===== config.mk =====
export PLATFORM = sky130hd
export DESIGN_NAME = weighted_moving_average_top
export DESIGN_NICKNAME = d
export VERILOG_FILES = /design/src/rtl/wma_pkg.sv /design/src/rtl/wma_ram.sv /design/src/rtl/weighted_moving_average_top.sv
export SDC_FILE = /design/constraint.sdc
export NUM_CORES = 1
export LEC_CHECK = 0
export BUFFER_PORTS_ARGS = -buffer_cell sky130_fd_sc_hd__buf_2
export CORE_UTILIZATION = 35
export DETAILED_ROUTE_END_ITERATION = 8
export PLACE_DENSITY = 0.56
export SKIP_LAST_GASP = 1
export SYNTH_ARGS = -nofsm -noshare
export SYNTH_HDL_FRONTEND = slang
export SYNTH_HIERARCHICAL = 1
export SYNTH_SLANG_ARGS = --single-unit

===== constraint.sdc =====
create_clock -name clk_i -period 6.21 [get_ports clk_i]
set_input_delay 0.621 -clock clk_i [delete_from_list [all_inputs] [get_ports clk_i]]
set_output_delay 0.621 -clock clk_i [all_outputs]
set_load 0.01 [all_outputs]

===== src/rtl/wma_pkg.sv =====
// ----------------------------------------------------------------------------
// wma_pkg
// Shared widths, types and defaults of the weighted moving average block.
// ----------------------------------------------------------------------------
package wma_pkg;

  localparam int unsigned SAMPLE_W   = 10;
  localparam int unsigned WINDOW_DEF = 10;

  typedef logic [SAMPLE_W-1:0] sample_t;

endpackage


===== src/rtl/wma_ram.sv =====
// ----------------------------------------------------------------------------
// wma_ram
// Generic simple dual-port RAM, one write and one registered read port.
// A read and a write to the same address in one cycle return the old word.
// ----------------------------------------------------------------------------
module wma_ram #(
  parameter int unsigned WIDTH = 8,
  parameter int unsigned DEPTH = 16
) (
  input  logic                     clk_i,
  input  logic                     we_i,
  input  logic [$clog2(DEPTH)-1:0] waddr_i,
  input  logic [WIDTH-1:0]         wdata_i,
  input  logic                     re_i,
  input  logic [$clog2(DEPTH)-1:0] raddr_i,
  output logic [WIDTH-1:0]         rdata_o
);

  logic [WIDTH-1:0] mem_q [DEPTH];
  logic [WIDTH-1:0] rdata_q;

  always_ff @(posedge clk_i) begin
    if (we_i) begin
      mem_q[waddr_i] <= wdata_i;
    end
    if (re_i) begin
      rdata_q <= mem_q[raddr_i];
    end
  end

  assign rdata_o = rdata_q;

endmodule


===== src/rtl/weighted_moving_average_top.sv =====
// Pipeline: a word accepted moves through the ring read, running sum and
//   reciprocal product registers before its result is valid.
// Throughput: one word per cycle while the output is not stalled; the sample
//   ring does one read and one write per word, running sums update once per word.
// Reset (async, active low): running sums, fill count and ring pointer clear;
//   ring entries not yet written since reset read as zero via the fill count.
// ----------------------------------------------------------------------------
// weighted_moving_average_top
// Linearly weighted moving average over the last WINDOW samples. The window
// lives in a ring RAM; running plain and weighted sums are updated from the
// sample leaving the window, and the mean comes from a reciprocal multiply.
// ----------------------------------------------------------------------------
module weighted_moving_average_top #(
  parameter int unsigned WINDOW = wma_pkg::WINDOW_DEF
) (
  input  logic             clk_i,
  input  logic             rst_ni,
  input  logic             in_valid_i,
  output logic             in_ready_o,
  input  wma_pkg::sample_t sample_i,
  output logic             out_valid_o,
  input  logic             out_ready_i,
  output wma_pkg::sample_t smoothed_o,
  output logic             window_full_o
);

  import wma_pkg::*;

  localparam int unsigned TOTAL   = WINDOW * (WINDOW + 1) / 2;
  localparam int unsigned SMAX    = (1 << SAMPLE_W) - 1;
  localparam int unsigned SSUM_W  = $clog2(SMAX * WINDOW + 1);
  localparam int unsigned WSUM_W  = $clog2(SMAX * TOTAL + 1);
  localparam int unsigned SHIFT   = WSUM_W + $clog2(TOTAL);
  localparam longint unsigned RECIP_L =
    ((64'd1 << SHIFT) + 64'(TOTAL) - 64'd1) / 64'(TOTAL);
  localparam int unsigned RECIP_W = $clog2(RECIP_L + 64'd1);
  localparam int unsigned PROD_W  = WSUM_W + RECIP_W;
  localparam int unsigned ADDR_W  = $clog2(WINDOW);
  localparam int unsigned FILL_W  = $clog2(WINDOW + 1);

  localparam logic [RECIP_W-1:0] RECIP   = RECIP_W'(RECIP_L);
  localparam logic [WSUM_W-1:0]  WIN_K   = WSUM_W'(WINDOW);
  localparam logic [FILL_W-1:0]  FILL_MAX = FILL_W'(WINDOW);
  localparam logic [FILL_W-1:0]  FILL_PRE = FILL_W'(WINDOW - 1);
  localparam logic [ADDR_W-1:0]  PTR_LAST = ADDR_W'(WINDOW - 1);

  logic              advance;
  logic              accept;

  logic [ADDR_W-1:0] wp_q, wp_d;
  logic [FILL_W-1:0] fill_q, fill_d;
  sample_t           old_rd;
  sample_t           old_s;

  // stage 1: ring read in flight
  logic              v1_q;
  sample_t           x1_q;
  logic              old_ok1_q;
  logic              full1_q;

  // stage 2: running sums updated
  logic              v2_q;
  sample_t           x2_q;
  logic              full2_q;
  logic [SSUM_W-1:0] ssum_q, ssum_d;
  logic [WSUM_W-1:0] wsum_q, wsum_d;

  // stage 3: reciprocal product, output register
  logic              v3_q;
  sample_t           x3_q;
  logic              full3_q;
  logic [PROD_W-1:0] prod_q, prod_d;

  assign advance    = !v3_q || out_ready_i;
  assign accept     = in_valid_i && advance;
  assign in_ready_o = advance;

  wma_ram #(
    .WIDTH (SAMPLE_W),
    .DEPTH (WINDOW)
  ) u_ring (
    .clk_i   (clk_i),
    .we_i    (accept),
    .waddr_i (wp_q),
    .wdata_i (sample_i),
    .re_i    (accept),
    .raddr_i (wp_q),
    .rdata_o (old_rd)
  );

  always_comb begin
    wp_d   = wp_q;
    fill_d = fill_q;
    if (accept) begin
      wp_d = (wp_q == PTR_LAST) ? '0 : wp_q + ADDR_W'(1);
      if (fill_q != FILL_MAX) begin
        fill_d = fill_q + FILL_W'(1);
      end
    end
  end

  // entry leaving the window is zero until the ring has wrapped once
  assign old_s  = old_ok1_q ? old_rd : '0;
  assign ssum_d = ssum_q - SSUM_W'(old_s) + SSUM_W'(x1_q);
  assign wsum_d = wsum_q - WSUM_W'(ssum_q) + WSUM_W'(x1_q) * WIN_K;
  assign prod_d = PROD_W'(wsum_q) * PROD_W'(RECIP);

  always_ff @(posedge clk_i or negedge rst_ni) begin
    if (!rst_ni) begin
      wp_q   <= '0;
      fill_q <= '0;
      v1_q   <= 1'b0;
      v2_q   <= 1'b0;
      v3_q   <= 1'b0;
      ssum_q <= '0;
      wsum_q <= '0;
    end else begin
      wp_q   <= wp_d;
      fill_q <= fill_d;
      if (advance) begin
        v1_q <= accept;
        v2_q <= v1_q;
        v3_q <= v2_q;
        if (v1_q) begin
          ssum_q <= ssum_d;
          wsum_q <= wsum_d;
        end
      end
    end
  end

  always_ff @(posedge clk_i) begin
    if (advance) begin
      x1_q      <= sample_i;
      old_ok1_q <= (fill_q == FILL_MAX);
      full1_q   <= (fill_q >= FILL_PRE);
      x2_q      <= x1_q;
      full2_q   <= full1_q;
      x3_q      <= x2_q;
      full3_q   <= full2_q;
      prod_q    <= prod_d;
    end
  end

  assign out_valid_o   = v3_q;
  assign window_full_o = full3_q;
  assign smoothed_o    = full3_q ? prod_q[SHIFT +: SAMPLE_W] : x3_q;

endmodule


### Word level (Yosys, flattened, before mapping)

Memory sizes are Yosys's and may differ from the RTL's. A register that Yosys moved wholly into a read port is not among the register bits.
Index checks and enable logic that the tools add are counted.

| cells by class | value |
|---|---|
| reductions and logical operators | 5 |
| $lt $le $gt $ge | 1 |
| multiplexer cells | 5 |
| $mul | 2 |
| eq/ne operators | 3 |
| $add $sub $neg | 6 |

Operators by type and width:

| operator | number |
|---|---|
| multiplier 16 x 17 -> 32 bit, second input constant | 1 |
| 2-to-1 mux 10 bit | 2 |
| adder 16 x 14 -> 16 bit | 1 |
| subtractor 16 x 14 -> 16 bit | 1 |
| adder 14 x 10 -> 14 bit | 1 |
| subtractor 14 x 10 -> 14 bit | 1 |
| multiplier 10 x 3 -> 13 bit, second input constant | 1 |
| adder 4 x 1 -> 4 bit, second input constant | 2 |
| == test 4 bit, second input constant | 2 |
| greater-or-equal comparator 4 bit, second input constant | 1 |
| 2-to-1 mux 4 bit | 1 |
| inequality test 4 bit, second input constant | 1 |
| AND reduction 2 bit | 2 |
| 2-to-1 mux 1 bit | 2 |
| logical AND 1 bit | 1 |
| logical NOT 1 bit | 1 |
| logical OR 1 bit | 1 |

| word-level totals | value |
|---|---|
| flip-flop bits (word level) | 107 |
| RAM bits | 100 |
| memories | 1 |

Memories:

| name | depth | bits a word | read ports | clocked after Yosys merged registers in | wr ports | line | source |
|---|---|---|---|---|---|---|---|
| u_ring.mem_q | 10 | 10 | 1 | 1 | 1 | wma_ram.sv:19 | `logic [WIDTH-1:0] mem_q [DEPTH];` |

### Longest topological paths before layout

Gate-level depths: netlist of run 1.

| depth | value |
|---|---|
| depth in word-level cells | 5 |
| mapped depth | 20 |
| mapped depth without buffers | 20 |

### Hierarchy

Netlist of run 1, hierarchy kept.

By module, submodules not included:

| module | cells each | area each (um^2) | times used |
|---|---|---|---|
| weighted_moving_average_top | 914 | 9,626.7 | 1 |
| wma_ram | 230 | 4,347.9 | 1 |

### Worst setup path after synthesis of run 1

Ideal clock, no wire load.

| timing path | value |
|---|---|
| path type | flip-flop to flip-flop |
| start | register wsum_q[4] |
| end | register prod_q[30] (data pin) |
| data required time | 5.952 ns |
| cell stages (with the launch flop) | 21 |
| buffers on the path | 0 |
| setup time | 0.258 ns |
| setup slack | 0.666 ns |
| arrival | 5.286 ns |
| cell sequence | dfrtp_1 > fa_1 > inv_1 > fa_1 > inv_1 > fa_1 > inv_1 > fa_1 > inv_1 > fa_1 > inv_1 > fa_1 > inv_1 > ha_1 > nand4_1 > nand2b_1 > o32ai_1 > nor3_2 > o21ai_1 > a21oi_1 > xnor2_1 |

| on the way | value |
|---|---|
| longest elaborated chain between the ends | 1 |

RTL lines:

| element | line | source |
|---|---|---|
| start: declaration | weighted_moving_average_top.sv:66 | `logic [WSUM_W-1:0] wsum_q, wsum_d;` |
| start signal: assignment | weighted_moving_average_top.sv:126 | `wsum_q <= wsum_d;` |
| multiplier 16 x 17 -> 32 bit | weighted_moving_average_top.sv:106 | `assign prod_d = PROD_W'(wsum_q) * PROD_W'(RECIP);` |
| via prod_d[30] | weighted_moving_average_top.sv:72 | `logic [PROD_W-1:0] prod_q, prod_d;` |
| end signal: assignment | weighted_moving_average_top.sv:141 | `prod_q <= prod_d;` |
| end: declaration | weighted_moving_average_top.sv:72 |  |

The timed path passes the listed nets, and every way through them passes these cells.
A chain may end at the register's enable or synchronous reset.

### Worst setup path after layout of run 1

| timing path | value |
|---|---|
| start | register wsum_q[10] |
| end | register prod_q[31] (data pin) |

Same word-level chain as after synthesis.

==> impl_results.md, run 1 <==
* Total Die Area at 0.0407 mm2
* Hold/Removal Path Class: in2async
* Worst-Skew Late Latency at 0.45 ns
* Fraction of final layout cells sized beyond drive strength 1 at 12.0%
* I/O pin cnt at 27
* Relative slew slack at 32.2%
* Starting DRT DRC Count at approximately 310
* Placed cells at 1,683
* Longest individual stage delay on the worst path at 0.55 ns
* Remaining design rule violation count at 0
* Port Buffer Count at 26
* 1st-pass router iterations at 5
* Worst endpoint required time at 6.38 ns
* Cell-by-cell listing of the critical path: fa_1, ha_1, fa_1, fa_1, inv_1, fa_1, fa_1, inv_1, ha_1, and4_1, nor2b_1, o311a_1, nor3_2, o21ai_1, nor4_1, a211oi_1
* Register bit total from synthesis at 195
* Post-Route WL at about 27,000 um
* Worst setup EP type: flop
* Count of filler cells inserted in the layout at about 3,700
* Routability congestion estimate from global placement at 0.847
* Clk pin slew, worst setup/hold paths at 0.08 ns
* Final antenna-violating net count at 0
* Sum of overflow across all layers after global routing at 0
* Number of sinks on the clock net at 195
* Maximum number of buffers from clock root to sink at 2
* Vias post-DR at about 8,100
* Sequential area share after synthesis at 40.4%
* Clock tree from TritonCTS: built
* Worst slew pin tran at just over 1 ns
* Post-route non-filler standard cell count at 1,715
* Clock skew at 0.0167 ns
* Count of final setup violators at 0
* Slowest stage cell on the critical path: fa_1
* Rows at 72
* Width of the die at just over 200 um
* Root buf cell: clkbuf_16
* Number of max-capacitance violations reported at 0
* Synthesized instance count at between 1,000 and 1,500
* Max H-tree Level at 4
* Outcome: complete, no violations
* Total half-perimeter wirelength after legalization and detailed placement at 20,900 um
* Fin crit period at ~5.8 ns
* Total negative slack at 0 ns
* CORE AREA at 0.0390 mm2
* Pin count of the biggest net entering global routing at 57
* Mean post-synth cell area at 12.2 um2
* Overall track demand over capacity in global routing at roughly 14%
* Post-synth design cell area at 0.0140 mm2
* Number of hold-slack violations in the final timing report at 0
* Detail-routed net length per standard cell at 15.6 um
* Die boundary height at 202 um
* Unrepaired setup endpoints after global routing: false
* Post-synth top flop: edfxtp_1
* Achievable clock frequency at about 170 MHz
* Crit path buf inv count at 2
* Number of pins with negative max-slew slack in the final report at 0
* Layout area overhead at 10.2%
* Starting density of the core at 35.8%
* WS Path Type: reg2reg
* Most used cell, CP: fa_1
* TritonCTS Buffers at 17
* Post-route worst hold slack at roughly 0.26 ns
* Number of nets in the synthesized netlist at 1,442
* Final-stage net count at roughly 1,500
* Antenna violations before repair at 0
* Global-route wire length before repair at 44,900 um
* Via density per instance at around 4.7
* Share of flip-flops with an asynchronous set or reset at 21.0%
* Cell family contributing the most delay on the critical path: adder cells
* Number of warnings reported in the yosys synthesis log at 6
* Post-synth EDFFs at 154
* Sort of element at the start of the critical path: flop
* Final worst-path cycle share at 93.5%
* Cell variety after synth at 67
* Number of antenna repair diodes at 0
* Arrival time of data at the critical path endpoint at approximately 6.0 ns
* Vias in the first global route at 8,460
* Buffers inserted by post-CTS timing repair at 0
* Maximum fanout count along the critical path at 8
[kinds of logic (layout without fill, tap and decap cells)]
group,Yosys count,count (layout),synth area share (%)
AND/OR/NAND/NOR,163,163,5.77
multiplexers,64,64,4.98
AO/OA/AOI/OAI,182,182,9.17
adder cells (fa/ha/maj),284,284,30.8
buffers and inverters,212,265,6.09
flip-flops,195,195,40.4
XOR/XNOR,44,44,2.76
[per-stage QoR]
stage | cell area, um2 | worst slack, ns | util, %
4_1_cts | 15400 | 0.372 | 39.5
5_1_grt | 15400 | 0.0734 | 39.5
3_5_place_dp | 14700 | 0.400 | 37.8
2_1_floorplan | 14000 | 0.666 | -
3_3_place_gp | 14700 | 0.480 | 37.8
6_report | 15400 | 0.404 | 39.5
[path summary, 6_finish.rpt]
check,from,end,slack [ns],depth (start not counted)
worst max register to register,wsum_q[10],prod_q[31],0.40,16
worst min register to register,x2_q[8],x3_q[8],0.43,0
worst min-delay path,rst_ni,wp_q[3],0.26,2
max in group asynchronous,rst_ni,wsum_q[9],5.51,2
worst max-delay path,wsum_q[10],prod_q[31],0.40,16
min in group clk_i,in_valid_i,v1_q,0.42,2
[layout by cell type, fill, tap and decap left out, types with 4 or more instances in the layout]
master / count
o211ai_1: 4
nor4_1: 8
nand3_1: 6
clkinv_8: 8
and2_1: 13
o21ai_0: 44
xnor2_1: 26
nor2b_1: 7
o21a_1: 9
inv_1: 193
mux2_2: 44
nor3_1: 10
mux2i_1: 20
edfxtp_1: 154
nand2b_1: 11
buf_4: 14
a211oi_1: 5
o21bai_1: 4
ha_1: 184
clkbuf_16: 17
fa_1: 100
dfrtp_1: 39
o31ai_2: 10
nor2_1: 26
a21oi_1: 38
o21ai_1: 5
o22ai_1: 11
nand2_1: 59
a21o_1: 14
buf_2: 26
a22o_1: 10
xor2_1: 18
[area by class of cell]
| class | count | area, um2 | share of cell area [%] |
|---|---|---|---|
| clock buffer | 17 | 425 | 2.76 |
| clock inverter | 15 | 225 | 1.46 |
| inverter | 193 | 724 | 4.71 |
| multi-input combinational | 737 | 7480 | 48.6 |
| sequential | 195 | 5650 | 36.7 |
| tap | 518 | 648 | 4.21 |
| timing repair buffer | 40 | 235 | 1.53 |
[cell usage after synthesis, types with 2 or more instances]
cell type / count / share of area (%)
a21o_1: 14 / 0.75
xnor2_1: 26 / 1.6
nor4_1: 8 / 0.36
and3_1: 3 / 0.13
edfxtp_1: 154 / 33
a31oi_1: 2 / 0.090
nor2_1: 26 / 0.70
buf_6: 2 / 0.16
clkbuf_1: 11 / 0.30
nand4_1: 3 / 0.13
buf_1: 2 / 0.054
mux2i_1: 20 / 1.4
a211oi_1: 5 / 0.27
o21ai_1: 5 / 0.18
ha_1: 184 / 16
o21a_1: 9 / 0.48
a2111oi_0: 2 / 0.13
nor2b_1: 7 / 0.31
buf_8: 2 / 0.21
dfrtp_1: 41 / 7.3
a21boi_0: 3 / 0.16
nand2b_1: 12 / 0.54
fa_1: 100 / 14
nand2_1: 60 / 1.6
xor2_1: 18 / 1.1
o31ai_2: 10 / 0.90
nor3_1: 11 / 0.39
o31ai_1: 3 / 0.16
nand3_1: 6 / 0.21
inv_1: 193 / 5.2
nand3b_1: 2 / 0.11
or2_2: 3 / 0.13
a22o_1: 10 / 0.63
o21bai_1: 4 / 0.21
a21oi_1: 38 / 1.4
o211ai_1: 4 / 0.21
mux2_2: 44 / 3.5
and2_1: 13 / 0.58
nor3b_1: 2 / 0.11
a41o_1: 2 / 0.14
o21ai_0: 44 / 1.6
o22ai_1: 11 / 0.49
[state kept, by name, summed over array words and instances, names as in the netlist]
signal and flops:
u_ring/mem_q 100, full1_q 1, full2_q 1, x1_q 10, old_ok1_q 1, out_valid_o 1
prod_q 10, v2_q 1, wsum_q 16, x2_q 10, fill_q 4, u_ring/rdata_o 10
x3_q 10, ssum_q 14, window_full_o 1, v1_q 1, wp_q 4
[what timing repair did]
action	CTS	global route
hold buffers	0	0
endpoints found under the setup margin	0	1
resized for setup	0	1
[layer usage]
metal / GRT usage, % / share of wire (%)
met1: 18.4 / 48
met4: 2.87 / 0.72
met5: 0 / 0
met3: 2.50 / 2.1
met2: 24.1 / 49
Power of run 1 is not shown: default switching activity piles up to over one toggle a cycle in this logic, so the estimate is an artifact.
==> run 2, diff against run 1 <==
clock period = 5.63 ns   (was 6.21 ns; I/O delays follow)
==> run 2 against run 1 <==
Against the previous run:
- flip-flop and latch count unchanged
- global-route usage rose by 0.47 points
- utilization rose by 0.59 points
- critical path depth up 4
- maximum frequency is 8.1% higher
- final cell count up 0.93%
- critical path type unchanged
- highest routed layer unchanged
==> impl_results.md, run 2 (synthesized netlist as in run 1, its figures left out) <==
* Outcome: complete, no violations
* Starting density of the core at 35.8% (unchanged)
* Number of pins with negative max-slew slack in the final report at 0 (unchanged)
* Number of max-capacitance violations reported at 0 (unchanged)
* Rows at 72 (unchanged)
* Achievable clock frequency at 186 MHz (+8.1%)
* Arrival time of data at the critical path endpoint at 5.58 ns (-0.40 ns)
* Most common library cell in the layout ignoring fill and taps: inv_1
* Area of the multi-input gates at 0.00762 mm2 (+1.8%)
* Worst reg2reg path endpoint: prod_q[29]
* Detail-routed net length per standard cell at 16.0 um (+2.4%)
* Fraction of final layout cells sized beyond drive strength 1 at 14.8% (+2.7 points)
* Largest register by flop count: u_ring/mem_q
* Worst slew pin tran at 1.05 ns (+0.0324 ns)
* Remaining design rule violation count at 0 (unchanged)
* Final Worst Setup Slack at 0.261 ns (-0.143 ns)
* Worst-Skew Late Latency at 0.46 ns (about the same)
* WS Path Type: reg2reg
* Width of the die at 202 um (unchanged)
* I/O pin cnt at 27 (unchanged)
* Worst setup EP type: flop
* Count of filler cells inserted in the layout at 3,731 (+0.73%)
* Final-stage net count at 1,498 (+1.1%)
* TritonCTS Buffers at 17 (unchanged)
* Clock tree from TritonCTS: built
* Final worst-path cycle share at 95.4% (+1.9 points)
* Total half-perimeter wirelength after legalization and detailed placement at 21,500 um (+3.2%)
* Count of final setup violators at 0 (unchanged)
* Via density per instance at 4.73 (+0.51%)
* Area of all sequential standard cells at 0.00565 mm2 (about the same)
* Final antenna-violating net count at 0 (unchanged)
* 1st-pass router iterations at 4 (-1)
* Sort of element at the start of the critical path: flop
* Worst r2r path cells at 20 (+4)
* Number of hold-slack violations in the final timing report at 0 (unchanged)
* Worst endpoint required time at 5.84 ns (-0.54 ns)
* Pin count of the biggest net entering global routing at 57 (unchanged)
* Clock skew at 0.0111 ns (-0.00559 ns)
* Post-CTS Hold Buffers at 0 (unchanged)
* Maximum fanout count along the critical path at 9 (+1)
* Crit path buf inv count at 6 (+4)
* Max H-tree Level at 4 (unchanged)
* Root buf cell: clkbuf_16
* Number of sinks on the clock net at 195 (unchanged)
* Starting DRT DRC Count at 290 (-7.3%)
* Number of antenna repair diodes at 0 (unchanged)
* CORE AREA at 0.0390 mm2 (unchanged)
* Antenna violations before repair at 1 (+1)
* Cell family contributing the most delay on the critical path: adder cells
* Maximum number of buffers from clock root to sink at 2 (unchanged)
* Slowest stage cell on the critical path: fa_1
* Vias in the first global route at 8,855 (+4.7%)
* Leading registers by flop count: u_ring/mem_q x100, wsum_q x16, ssum_q x14
* Clk pin slew, worst setup/hold paths at 0.08 ns (about the same)
* Layout area overhead at 11.8%
* Global-route wire length before repair at 46,100 um (+2.8%)
* Fin crit period at 5.37 ns (-0.437 ns)
* Longest individual stage delay on the worst path at 0.54 ns (about the same)
* Max FFs per register at 100 (unchanged)
* Relative slew slack at 30.0% (-2.2 points)
* Post-Route WL at 27,700 um (+3.3%)
* Hold/Removal Path Class: in2async
* Vias post-DR at 8,180 (+1.5%)
* Overall track demand over capacity in global routing at 14.5% (+0.47 points)
* Worst setup slack after placement at 0.0376 ns (-0.363 ns)
* Cell-by-cell listing of the critical path: buf_4, ha_1, ha_1, inv_1, fa_1, inv_1, fa_1, inv_1, fa_1, fa_1, inv_1, ha_1, and4_1, nor2b_1, o311a_1, nor3_2, o21ai_1, buf_4, a21oi_2, xnor2_1
* Routability congestion estimate from global placement at 0.834 (-1.6%)
* Port Buffer Count at 26 (unchanged)
* Leading cell types in the layout, fill and taps excluded: inv_1, ha_1, edfxtp_1
* Setup slack on the worst flop-to-flop path at 0.26 ns (-0.14 ns)
* Sum of overflow across all layers after global routing at 0 (unchanged)
* Total Die Area at 0.0407 mm2 (unchanged)
* Die boundary height at 202 um (unchanged)
* Beginning of the worst register-to-register path: wsum_q[6]
## run 2: cell count changes in the layout (fill, tap and decap cells not counted), sizes merged
cell and change:
clkinv -2, inv +3, bufinv -1, buf +16
## run 2: worst register-to-register path, cell delays in order (launching register included)
cell and delay, ns:
dfrtp_1 0.41, buf_4 0.21, ha_1 0.30, ha_1 0.30, inv_1 0.07, fa_1 0.50
inv_1 0.05, fa_1 0.48, inv_1 0.05, fa_1 0.51, fa_1 0.54, inv_1 0.04
ha_1 0.31, and4_1 0.21, nor2b_1 0.14, o311a_1 0.30, nor3_2 0.19, o21ai_1 0.09
buf_4 0.20, a21oi_2 0.16, xnor2_1 0.07
## run 2: metrics by stage
step	util, %	TNS [ns]	instances	cell area, um2	hold WS (ns)
after floorplan	-	0	1144	14000	0.267
after global placement	38.1	0	1697	14800	0.405
after detailed placement	38.1	0	1697	14800	0.407
after CTS	39.7	0	1729	15500	0.332
after global routing	40.1	-0.00472	1731	15600	0.339
final	40.1	0	1731	15600	0.289
## run 2: final cells by class
cell class | count | area share [%]
Sequential cell | 195 | 36.2
Tap cell | 518 | 4.15
Clock inverter | 15 | 1.27
Multi-Input combinational cell | 737 | 48.8
Timing Repair Buffer | 56 | 2.27
Inverter | 193 | 4.64
Clock buffer | 17 | 2.72
## run 2: worst max path at each step
stage                          start  cells after the start  slack, ns          to
after floorplan            wsum_q[4]                     20       0.09  prod_q[30]
after global placement     wsum_q[4]                     20       0.07  prod_q[25]
after detailed placement   wsum_q[4]                     19       0.04  prod_q[27]
after CTS                  wsum_q[4]                     20       0.02  prod_q[25]
after global routing      wsum_q[15]                     19     -0.005  prod_q[29]
final                      wsum_q[6]                     20       0.26  prod_q[29]
## run 2: metal layers
metal,GRT usage (%),up-vias,share of wire [%]
met3,2.45,26,2.8
met4,3.44,0,1.2
met1,18.8,3968,46
met5,0,-,0
met2,25.0,87,50
li1,-,4099,-
## run 2: timing repair
action | 4_1_cts | 5_1_grt
endpoints found under the setup margin | 0 | 9
gates resized for setup | 0 | 29
hold endpoints to repair | 0 | 0
buffers inserted | 0 | 2
Power of run 2 is left out for the same reason.
==> run 3, diff against run 2 <==
GPL_ROUTABILITY_DRIVEN = 0   (was not set)
REMOVE_ABC_BUFFERS = 1   (was not set)
==> run 3 against run 2 <==
Against the previous run:
- utilization fell by 0.18 points
- critical path type unchanged
- count of clock-buffer cells in the layout did not move
- die area did not move
- non-clock buffer count rose by 2
- worst setup slack got worse by 0.049 ns
- design area fell by 0.44%
- global-route usage barely moved
- final cell count rose by 0.12%
- worst hold slack barely moved
==> impl_results.md, run 3 (synthesized netlist as in run 1, its figures left out) <==
* Sum of overflow across all layers after global routing at 0 (unchanged)
* Maximum number of buffers from clock root to sink at 2 (unchanged)
* WS Path Type: reg2reg
* Worst-Skew Late Latency at 0.45 ns (about the same)
* Largest register by flop count: u_ring/mem_q
* Clk pin slew, worst setup/hold paths at 0.08 ns (about the same)
* Vias post-DR at 8,202 (+0.27%)
* Via density per instance at 4.73 (+0.15%)
* Remaining design rule violation count at 0 (unchanged)
* Achievable clock frequency at 185 MHz (-0.90%)
* Total half-perimeter wirelength after legalization and detailed placement at 21,600 um (+0.42%)
* Antenna violations before repair at 0 (-1)
* Number of hold-slack violations in the final timing report at 0 (unchanged)
* Leading registers by flop count: u_ring/mem_q x100, wsum_q x16, ssum_q x14
* Pin count of the biggest net entering global routing at 57 (unchanged)
* Clock tree from TritonCTS: built
* Longest individual stage delay on the worst path at 0.54 ns (about the same)
* Die boundary height at 202 um (unchanged)
* Vias in the first global route at 8,570 (-3.2%)
* Width of the die at 202 um (unchanged)
* Starting density of the core at 35.8% (unchanged)
* Global routing usage on met1 at 18.5% (-0.33 points)
* Worst slew pin tran at 1.04 ns (-0.00164 ns)
* Leading cell types in the layout, fill and taps excluded: inv_1, ha_1, edfxtp_1
* Outcome: complete, no violations
* Total Die Area at 0.0407 mm2 (unchanged)
* Arrival time of data at the critical path endpoint at 5.62 ns (+0.04 ns)
* Max FFs per register at 100 (unchanged)
* Clock skew at 0.0143 ns (+0.00315 ns)
* TritonCTS Buffers at 17 (unchanged)
* Final-stage net count at 1,500 (+0.13%)
* Number of sinks on the clock net at 195 (unchanged)
* Starting DRT DRC Count at 349 (+20%)
* Worst setup EP type: flop
* Met3 global-route usage at 2.08% (-0.37 points)
* Fraction of final layout cells sized beyond drive strength 1 at 14.4% (-0.35 points)
* Placed cell areas at 0.0149 mm2 (+0.15%)
* Met2 Track Usage GR at 25.5% (+0.45 points)
* Number of pins with negative max-slew slack in the final report at 0 (unchanged)
* Sort of element at the start of the critical path: flop
* Post-layout instance area at 0.0156 mm2 (-0.44%)
* Number of antenna repair diodes at 0 (unchanged)
* Number of max-capacitance violations reported at 0 (unchanged)
* Max H-tree Level at 4 (unchanged)
* Cell-by-cell listing of the critical path: buf_6, ha_1, ha_4, inv_1, fa_1, inv_1, fa_1, inv_1, fa_1, fa_1, inv_1, ha_1, and4_1, nor2b_1, o311a_1, nor3_2, o21ai_1, buf_4, nor4_2, a211oi_1
* Worst endpoint required time at 5.83 ns (about the same)
* Post-route worst hold slack at 0.289 ns (-0.000159 ns)
* Slowest stage cell on the critical path: fa_1
* Detail-routed net length per standard cell at 15.9 um (-0.61%)
* Root buf cell: clkbuf_16
* Overall track demand over capacity in global routing at 14.5% (-0.028 points)
* Count of filler cells inserted in the layout at 3,734 (+0.080%)
* Final antenna-violating net count at 0 (unchanged)
* Global-route wire length before repair at 45,500 um (-1.3%)
* Global-route layer with the greatest usage: met2
* Cell family contributing the most delay on the critical path: adder cells
* Final worst-path cycle share at 96.2% (+0.87 points)
* CORE AREA at 0.0390 mm2 (unchanged)
* I/O pin cnt at 27 (unchanged)
* Rows at 72 (unchanged)
* Port Buffer Count at 26 (unchanged)
* Most common library cell in the layout ignoring fill and taps: inv_1
* Layout area overhead at 11.3%
* Fin crit period at 5.42 ns (+0.0489 ns)
* Post-Route WL at 27,600 um (-0.49%)
* Crit path buf inv count at 6 (unchanged)
* Relative slew slack at 30.1% (+0.11 points)
* 1st-pass router iterations at 4 (unchanged)
* Count of final setup violators at 0 (unchanged)
* Hold/Removal Path Class: in2async
* Maximum fanout count along the critical path at 9 (unchanged)
==> run 3: stage by stage <==
step / setup slack (ns) / utilization (%) / setup TNS, ns / instances
5_1_grt: -0.00117 / 39.9 / -0.00117 / 1733
6_report: 0.212 / 39.9 / 0 / 1733
2_1_floorplan: 0.0859 / - / 0 / 1125
4_1_cts: 0.0263 / 39.6 / 0 / 1732
3_5_place_dp: 0.0159 / 38.1 / 0 / 1700
3_3_place_gp: 0.0700 / 38.1 / 0 / 1700
==> run 3: worst paths after layout <==
check,start,slack (ns),endpoint,cells past startpoint
max reg2reg,wsum_q[6],0.21,prod_q[31],20
min in group clk_i,in_valid_i,0.36,v1_q,2
max in group asynchronous,rst_ni,4.62,wsum_q[13],1
min reg2reg,x2_q[7],0.42,x3_q[7],0
max,wsum_q[6],0.21,prod_q[31],20
min,rst_ni,0.29,fill_q[1],1
==> run 3: what timing repair did <==
item                       in CTS  in global routing
hold buffers                    0                  0
buffers inserted                0                  1
setup endpoints to repair       0                  7
gates resized for setup         0                 20
==> run 3: final cells by class <==
cell class,count,area [um2],share of cell area (%)
inverters,193,724,4.66
clock inverters,15,169,1.09
repair buffers,58,378,2.43
multi-input cells,737,7560,48.6
well taps,518,648,4.17
clock buffers,17,425,2.73
flip-flops and latches,195,5650,36.3
==> run 3: metal layers <==
layer	vias up	wire length [um]
met3	22	661
met1	4012	12600
met2	82	14000
met5	-	0
met4	0	312
li1	4086	-
Power of run 3 is left out for the same reason.
